===== src/rtl/msort_pkg.sv =====
// Shared types and constants for the merge sorter.
package msort_pkg;

    localparam int DATA_WIDTH = 32;

    // Input word: one element of the run.
    typedef struct packed {
        logic signed [DATA_WIDTH-1:0] value;
        logic                         last;
    } in_word_t;

    // Result word: one element in ascending order.
    typedef struct packed {
        logic signed [DATA_WIDTH-1:0] sorted_value;
        logic                         final_res;
    } out_word_t;

    // Queue word between front and back: element plus end-of-run mark.
    typedef struct packed {
        logic signed [DATA_WIDTH-1:0] value;
        logic                         fin;
    } q_word_t;

    localparam int QDEPTH = 4;
    localparam int QAW    = 2;

endpackage


===== src/rtl/msort_front.sv =====
// Front end: accepts input words, marks run ends, and queues them for the back end.
module msort_front
    import msort_pkg::*;
#(
    parameter int DEPTH = 64
)
(
    input  logic     clk,
    input  logic     rst_n,
    input  logic     item_valid,
    output logic     item_stall,
    input  in_word_t item,
    output logic     q_valid,
    input  logic     q_pop,
    output q_word_t  q_word
);

    localparam int CW = $clog2(DEPTH + 1);

    q_word_t          fifo_mem [QDEPTH];
    logic [QAW-1:0]   wr_ptr_reg, wr_ptr_next;
    logic [QAW-1:0]   rd_ptr_reg, rd_ptr_next;
    logic [QAW:0]     fill_reg, fill_next;
    logic [CW-1:0]    cnt_reg, cnt_next;
    logic             push;
    logic             run_end;

    assign item_stall = (fill_reg == (QAW+1)'(QDEPTH));
    assign push       = item_valid && !item_stall;
    assign q_valid    = (fill_reg != '0);
    assign q_word     = fifo_mem[rd_ptr_reg];

    // A run ends on the last flag or on the word that fills the store
    assign run_end = item.last || (cnt_reg == CW'(DEPTH - 1));

    always_comb
    begin
        cnt_next    = cnt_reg;
        wr_ptr_next = wr_ptr_reg;
        rd_ptr_next = rd_ptr_reg;
        if (push)
        begin
            cnt_next    = run_end ? '0 : cnt_reg + 1'b1;
            wr_ptr_next = wr_ptr_reg + 1'b1;
        end
        if (q_pop)
        begin
            rd_ptr_next = rd_ptr_reg + 1'b1;
        end
        fill_next = fill_reg + (QAW+1)'(push) - (QAW+1)'(q_pop);
    end

    always_ff @(posedge clk or negedge rst_n)
    begin
        if (!rst_n)
        begin
            wr_ptr_reg <= '0;
            rd_ptr_reg <= '0;
            fill_reg   <= '0;
            cnt_reg    <= '0;
        end
        else
        begin
            wr_ptr_reg <= wr_ptr_next;
            rd_ptr_reg <= rd_ptr_next;
            fill_reg   <= fill_next;
            cnt_reg    <= cnt_next;
        end
    end

    // Queue storage
    always_ff @(posedge clk)
    begin
        if (push)
        begin
            fifo_mem[wr_ptr_reg] <= '{value: item.value, fin: run_end};
        end
    end

endmodule


===== config.mk =====
export PLATFORM = sky130hd
export DESIGN_NAME = msort_front
export DESIGN_NICKNAME = d
export VERILOG_FILES = /design/src/rtl/msort_pkg.sv /design/src/rtl/msort_front.sv
export SDC_FILE = /design/constraint.sdc
export NUM_CORES = 1
export LEC_CHECK = 0
export BUFFER_PORTS_ARGS = -buffer_cell sky130_fd_sc_hd__clkbuf_2
export CORE_MARGIN = 3
export CORE_UTILIZATION = 57
export DETAILED_ROUTE_END_ITERATION = 12
export PLACE_DENSITY = 0.79
export SYNTH_ARGS = -nofsm -noshare
export SYNTH_HDL_FRONTEND = slang
export SYNTH_SLANG_ARGS = --single-unit

===== constraint.sdc =====
create_clock -name clk -period 2.5 [get_ports clk]
set_input_delay 0.5 -clock clk [delete_from_list [all_inputs] [get_ports clk]]
set_output_delay 0.5 -clock clk [all_outputs]
set_load 0.01 [all_outputs]

[Word level (Yosys, flattened, before mapping)]
Memories as Yosys holds them, arrays and structs flattened.
Cells that the tools add are included.
W data, S select, Z words.
Cells by class
  mux-type cells: 3
  reduce and logical (&&, ||, !) cells: 4
  equal/unequal tests: 2
  add/subtract/negate cells: 5
Operators with widths (count)
  $add A7 B1 Y7 const B: 1
  $eq A7 B6 Y1 const B: 1
  $mux W7: 1
  $add A2 B1 Y2 const B: 2
  $add A3 B1 Y3: 1
  $eq A3 B3 Y1 const B: 1
  $reduce_bool A3 Y1: 1
  $sub A3 B1 Y3: 1
  $mux W1: 2
  $logic_and A1 B1 Y1: 1
  $logic_not A1 Y1: 1
  $logic_or A1 B1 Y1: 1
Word-level totals
  memories kept: 1
  output and inout port bits: 35
  bits in registers: 14
  bits in writable memories: 132
  word-level logic and storage cells: 19
  bits of input ports: 37
Memory list
  fifo_mem: depth 4, bits a word 33, rd ports 1, clocked after memory_dff 0, write ports 1, line msort_front.sv:20  | q_word_t fifo_mem [QDEPTH];

[Logic depth before layout (Yosys ltp)]
Gate-level depths: netlist of run 1.
  depth after elaboration: 5
  depth in mapped cells: 9
  mapped depth without buffers: 9

[Least setup slack after synthesis of run 1]
No wires, ideal clock.
  path type: register -> register
  from: reg fill_reg[2]
  to: mem fifo_mem[0][0] in the netlist's numbering, enable pin
  slack: 220 ps
  cell stages (with the launch flop): 5
  arrival time: 1887 ps
  library setup time: 393 ps
  cells stage by stage: dfrtp_1 -> nor3b_1 -> nor2b_2 -> clkbuf_1 -> and2_1
On the way
  cells in the longest elaborated chain, start to end: 5
RTL lines
  start: declaration: line msort_front.sv:23  | logic [QAW:0] fill_reg, fill_next;
  start signal: assignment: line msort_front.sv:66  | fill_reg <= fill_next;
  $eq A3 B3 Y1: line msort_front.sv:28  | assign item_stall = (fill_reg == (QAW+1)'(QDEPTH));
  net item_stall: line msort_front.sv:11  | output logic item_stall,
  $logic_not A1 Y1: line msort_front.sv:29  | assign push = item_valid && !item_stall;
  $logic_and A1 B1 Y1: line msort_front.sv:29
  $mux W1: line msort_front.sv:74  | if (push)
  $mux W1 (implied by the code): line msort_front.sv:76  | fifo_mem[wr_ptr_reg] <= '{value: item.value, fin: run_end};
  end: declaration: line msort_front.sv:20
The timed path passes the listed nets, and every way through them passes these cells.

==> results of run 1 <==
## cells in the final DEF, fill, tap and decap left out, drive strengths merged, types with 4 or more instances in the layout
| cell | count |
|---|---|
| inv | 9 |
| nand3 | 4 |
| edfxtp | 132 |
| ha | 7 |
| and2 | 4 |
| dfrtp | 14 |
| mux4 | 33 |
| buf | 13 |
| clkbuf | 90 |
| clkinv | 8 |
| o21ai | 7 |
| nand2 | 7 |
## per-layer routing
metal	share of wire (%)	track usage, %
met5	0	0
met4	0.97	6.36
met3	4.9	5.65
met2	52	30.4
met1	43	25.8
## worst register-to-register path: stages (launching register included)
cell,delay [ns]
dfrtp_1,0.41
nor3b_1,0.32
nor2b_2,0.10
inv_1,0.16
ha_1,0.14
inv_1,0.04
ha_1,0.19
fa_1,0.37
xor2_1,0.21
xnor2_1,0.15
## cells in the mapped netlist, drive strengths merged
cell type / n
and2: 4
fa: 1
inv: 9
clkbuf: 5
a32o: 1
mux4: 33
edfxtp: 132
nand2: 7
a41oi: 1
buf: 4
a21oi: 2
a31o: 1
ha: 7
xnor2: 3
o2bb2ai: 1
and3: 1
dfrtp: 14
o21ai: 7
nor2: 3
xor2: 2
nand3: 4
or3: 2
nor2b: 1
nor3b: 1
or4: 1
## power breakdown
group,switching (mW),internal [mW]
Clock,0.928,1.42
Combinational,1.14,1.09
Sequential,0.210,3.22
Total,2.28,5.72
## cell type report
class,instances,area (µm²),area share [%]
sequential,146,4320,64.1
clock inverter,12,138,2.04
inverter,9,33.8,0.502
tap,129,161,2.40
timing repair buffer,85,529,7.86
multi-input combinational,83,1130,16.8
clock buffer,19,422,6.27
## worst paths after layout
| path | from | endpoint | cells past startpoint |
|---|---|---|---|
| worst max-delay path | rd_ptr_reg[1] | q_word[5] | 3 |
| worst min-delay path | item[3] | fifo_mem[1][3] | 1 |
| worst max register to register | fill_reg[1] | fill_reg[2] | 9 |
| worst min register to register | fill_reg[2] | fill_reg[2] | 1 |
| max in group asynchronous | rst_n | rd_ptr_reg[1] | 2 |
| min in group asynchronous | rst_n | cnt_reg[2] | 2 |
## timing repair
item | in CTS | in global routing
hold buffers | 1 | 0
hold endpoints to repair | 14 | 0
gates resized for setup | 1 | 0
endpoints found under the setup margin | 4 | 0
## stage by stage
| step | area, µm² | hold slack [ns] |
|---|---|---|
| final | 6730 | 0.205 |
| after global routing | 6730 | 0.190 |
| after CTS | 6730 | 0.181 |
| after detailed placement | 6160 | 0.421 |
| after global placement | 6160 | 0.419 |
| after floorplan | 5510 | 0.204 |
## logic make-up after synthesis
group,Yosys count
AOI/OAI and AO/OA,13
muxes,33
and+or+nand+nor,24
xor gates and xnor gates,5
adders and majority gates,8
DFF,146
buffers and inverters,18
==> Flow_metrics.wiki, run 1 <==
{| class="wikitable"
! Metric !! Value
|-
| Result of the run || completed
|-
| Wire length of the first global-routing pass || ~15 mm
|-
| Vias after detailed routing || roughly 2700
|-
| Finished Layout Cells || slightly below 500
|-
| Tightest Pin Transition || 0.459 ns
|-
| Final worst-path setup slack || approximately 0.10 ns
|-
| Number of top-level pins || roughly 70
|-
| Sink count of the clock tree || between 100 and 150
|-
| Number of input and output port buffers inserted || 71
|-
| DRC violations left || 0
|-
| Final Wtd Congestion || 0.672
|-
| Cells along the critical path || buf_4 > mux4_2 > clkbuf_2
|-
| Worst clock skew || around 0.0057 ns
|-
| Post-CTS Setup Inserts || 0
|-
| Final Slew Violations || 0
|-
| Minimum setup slack among reg-to-reg paths || around 0.32 ns
|-
| Area share of the largest cell type after synthesis || between 70 and 80%
|-
| Cell types occupying the most area after synthesis || edfxtp_1, mux4_2, dfrtp_1
|-
| Number of nets in the synthesized netlist || between 200 and 300
|-
| CTS max path bufs || 2
|-
| Dominant combinational cell family by area after synthesis || multiplexers
|-
| Leak || around 2.4 nW
|-
| Worst-path fanout max || 15
|-
| Root buffer cell || clkbuf_8
|-
| Critical path capture point type || output pin
|-
| Sort of element at the start of the critical path || flip-flop
|-
| TritonCTS clock tree || done
|-
| Setup repair after global routing missed its margin || no
|-
| Max-cap violation count || 0
|-
| Compound-Gate Fraction of Synth Area || 1.82%
|-
| Fmax || 418 MHz
|-
| Power per standard cell area || between 1000 and 1500 nW/µm²
|-
| Share of the core filled with cells in the final layout || between 70% and 80%
|-
| Final-layout setup total negative slack || 0 ns
|-
| Fill count || 564
|-
| Min-delay worst type || input pin to flip-flop
|-
| Largest net degree at the start of global routing || 23
|-
| Final Critical Period || about 2.4 ns
|-
| Chip Height || 104 µm
|-
| Xor and xnor area share after synthesis || 0.795%
|-
| Core Region || between 9000 and 10000 µm²
|-
| Drt first-iter violations || 187
|-
| Wire per inst || slightly below 20 µm
|-
| Maximum vdd ir drop || slightly below 0.9 mV
|-
| Count of synthesis-stage warnings from yosys || 0
|-
| Final antenna-violating net count || 0
|-
| Latest clock arrival within the worst-skew pair || approximately 0.5 ns
|-
| Arrival time worst endpoint || roughly 1.9 ns
|-
| DP HPWL || between 5 and 6 mm
|-
| Level count of the clock H-tree || 4
|-
| Std-Cell Rows || 35
|-
| Delay-heaviest family, CP || flip-flops
|-
| Library cells used by synthesis || 26
|-
| Number of antenna violations at the first check in global routing || 0
|-
| Crit Path Class || flip-flop to output pin
|-
| Worst setup timing slack at the placement stage || 0.298 ns
|-
| Post-Synthesis Cell Area || 5510 µm²
|-
| Final hold violations || 0
|-
| Combined buffer and inverter count along the critical path || 2
|-
| Net count of the finished layout || about 390
|-
| Max stage delay cell, worst path || dfrtp_2
|-
| Placed Cells || roughly 450
|-
| Ratio of final minimum period to clock period || 95.8%
|-
| Synthesis-to-layout area growth || 22.1%
|-
| Share of synthesized area occupied by flip-flops and latches || slightly below 80%
|-
| Slew HR || a little over two thirds
|-
| Overall routing resource usage || between 10% and 20%
|-
| Total Power || ~8 mW
|-
| Post-Syn Instances || around 250
|-
| Initial DRT Pass Iterations || 4
|-
| Overall overflow remaining after global route || 0
|-
| Routed WL || about 9.4 mm
|-
| Share of layout cells above drive strength 1 || between 40% and 50%
|-
| Cell type with the highest aggregate area in the netlist || edfxtp_1
|-
| Mux contribution to synthesized area || a little over an eighth
|-
| Required time of the worst setup path || approximately 2.0 ns
|-
| Cts bufs inserted || 17
|-
| Horizontal die dimension || 104 µm
|-
| Basic-gate share of the synthesized area counting and, or, nand and nor cells || about 2.4%
|-
| Seq cells post-synth || between 100 and 150
|-
| Final Setup Violations || 0
|-
| Number of flip-flops in the largest register || between 100 and 150
|-
| Effective utilization at floorplan || 59.1%
|-
| Via count of the first global-routing pass || between 2000 and 3000
|-
| Total Die Area || around 11000 µm²
|-
| Adder-Cell Fraction of Synth Area || 1.95%
|-
| Clock input transition at the sequential cells of the worst setup and hold paths || ~0.06 ns
|-
| Antenna fix cells || 0
|-
| Post-synthesis area per instance || roughly 22 µm²
|-
| Detailed-route vias per instance || 5.49
|-
| Largest stage delay on the critical path || between 0.6 and 0.7 ns
|}
No activity file was read; power rests on OpenSTA's default activity.
==> run 2: changes to the inputs <==
Settings changed: PLACE_DENSITY 0.79 to 0.9.
==> Flow_metrics.wiki, run 2 (synthesis results as in run 1) <==
{| class="wikitable"
! Metric !! Value
|-
| Result of the run || completed
|-
| Std-Cell Rows || 35
|-
| Overall overflow remaining after global route || 0
|-
| Root buffer cell || clkbuf_8
|-
| Final hold violations || 0
|-
| Total Die Area || 10900 µm²
|-
| Final antenna-violating net count || 0
|-
| Tightest hold margin || between 0.2 and 0.25 ns
|-
| Level count of the clock H-tree || 4
|-
| Final Critical Period || 2.37 ns
|-
| Combined buffer and inverter count along the critical path || 2
|-
| Worst setup timing slack at the placement stage || roughly 0.37 ns
|-
| Slew HR || 73.0%
|-
| CTS max path bufs || 2
|-
| Wire length of the first global-routing pass || 16.0 mm
|-
| Delay-heaviest family, CP || multiplexers
|-
| Max stage delay cell, worst path || mux4_2
|-
| Met3 wire length || 568 µm
|-
| Most frequent standard cell in the layout excluding fill and tap cells || edfxtp_1
|-
| DRC violations left || 0
|-
| Worst-path fanout max || 15
|-
| Clock input transition at the sequential cells of the worst setup and hold paths || ~0.060 ns
|-
| CP Depth || 3
|-
| Final worst-path setup slack || approximately 0.13 ns
|-
| Final Wtd Congestion || slightly below 0.8
|-
| Power per standard cell area || around 1200 nW/µm²
|-
| R2r worst-path depth || 9
|-
| Sink count of the clock tree || ~150
|-
| DP HPWL || just under 6 mm
|-
| Vias after detailed routing || between 2000 and 3000
|-
| Final Setup Violations || 0
|-
| Net count of the finished layout || around 380
|-
| Wire per inst || between 20 and 25 µm
|-
| Latest clock arrival within the worst-skew pair || ~0.51 ns
|-
| Drt first-iter violations || around 190
|-
| Largest net degree at the start of global routing || 30
|-
| Min-delay worst type || input pin to flip-flop
|-
| Horizontal die dimension || approximately 100 µm
|-
| Number of antenna violations at the first check in global routing || 0
|-
| Ratio of final minimum period to clock period || 94.8%
|-
| Tightest Pin Transition || 0.406 ns
|-
| Cell depth of the worst hold path || 1
|-
| Routed WL || around 10 mm
|-
| Required time of the worst setup path || approximately 2 ns
|-
| Largest stage delay on the critical path || a little under 0.6 ns
|-
| Commonest cells after routing, fill and taps aside || edfxtp_1, clkbuf_2, mux4_2
|-
| Crit Path Class || flip-flop to output pin
|-
| Sort of element at the start of the critical path || flip-flop
|-
| Arrival time worst endpoint || ~1.9 ns
|-
| Number of top-level pins || around 70
|-
| Wl on met1 || 4.13 mm
|-
| Share of layout cells above drive strength 1 || 43.4%
|-
| Detailed-route vias per instance || 5.60
|-
| Final Slew Violations || 0
|-
| Max-cap violation count || 0
|-
| Cells along the critical path || buf_6 > mux4_2 > clkbuf_2
|-
| Setup repair after global routing missed its margin || no
|-
| Synthesis-to-layout area growth || 21.9%
|-
| Chip Height || 104 µm
|-
| Antenna fix cells || 0
|-
| Critical path capture point type || output pin
|-
| Number of input and output port buffers inserted || between 70 and 80
|-
| Number of flip-flops in the largest register || 132
|-
| Fill count || approximately 540
|-
| Post-CTS Setup Inserts || 0
|-
| TritonCTS clock tree || done
|-
| Cts bufs inserted || 17
|-
| Total Power || approximately 8.1 mW
|-
| Overall routing resource usage || about 20%
|-
| Detailed-routed wire length on met2 || roughly 5.2 mm
|-
| Initial DRT Pass Iterations || 4
|-
| Effective utilization at floorplan || ~59%
|-
| Final-layout setup total negative slack || 0 ns
|-
| Maximum vdd ir drop || between 0.7 and 0.8 mV
|-
| Leak || 2.42 nW
|-
| DR top layer || met4
|-
| Fmax || 422 MHz
|-
| Core Region || between 9000 and 10000 µm²
|-
| Worst clock skew || about 0.012 ns
|-
| Via count of the first global-routing pass || 2824
|}
## run 2: power breakdown
part           total, mW  switching (mW)  internal [mW]
Clock               2.43           0.920           1.51
Sequential          3.41           0.196           3.22
Combinational       2.25            1.18           1.07
Total               8.10            2.29           5.81
## run 2: worst paths after layout
check | slack [ns] | to | from
max | 0.13 | q_word[0] | rd_ptr_reg[0]
min | 0.21 | fifo_mem[2][5] | item[5]
max reg2reg | 0.37 | fill_reg[2] | fill_reg[1]
min reg2reg | 0.52 | fill_reg[2] | fill_reg[2]
max in group asynchronous | 1.76 | rd_ptr_reg[0] | rst_n
min in group asynchronous | 0.44 | cnt_reg[4] | rst_n
## run 2: metal layers
metal | vias up | global-route usage [%]
met1 | 1389 | 26.5
met4 | 0 | 5.41
met3 | 8 | 5.28
met2 | 96 | 31.9
li1 | 1190 | -
met5 | - | 0
## run 2: area by class of cell
| class | count | area (µm²) | area share [%] |
|---|---|---|---|
| repair buffers | 81 | 499 | 7.43 |
| multi-input cells | 83 | 1130 | 16.8 |
| inverters | 9 | 33.8 | 0.503 |
| flip-flops and latches | 146 | 4320 | 64.2 |
| well taps | 129 | 161 | 2.40 |
| clock inverters | 13 | 160 | 2.38 |
| clock buffers | 18 | 418 | 6.22 |
## run 2: metrics by stage
step,area [µm²],utilization [%],cells
after detailed placement,6130,65.7,447
after CTS,6710,72.0,479
after global routing,6720,72.0,479
final,6720,72.0,479
after floorplan,5510,-,247
after global placement,6130,65.7,447
## run 2: timing repair
action                     CTS  global route
resized for setup            0             1
hold endpoints to repair    14             0
setup endpoints to repair    0             4
hold buffers                 1             0
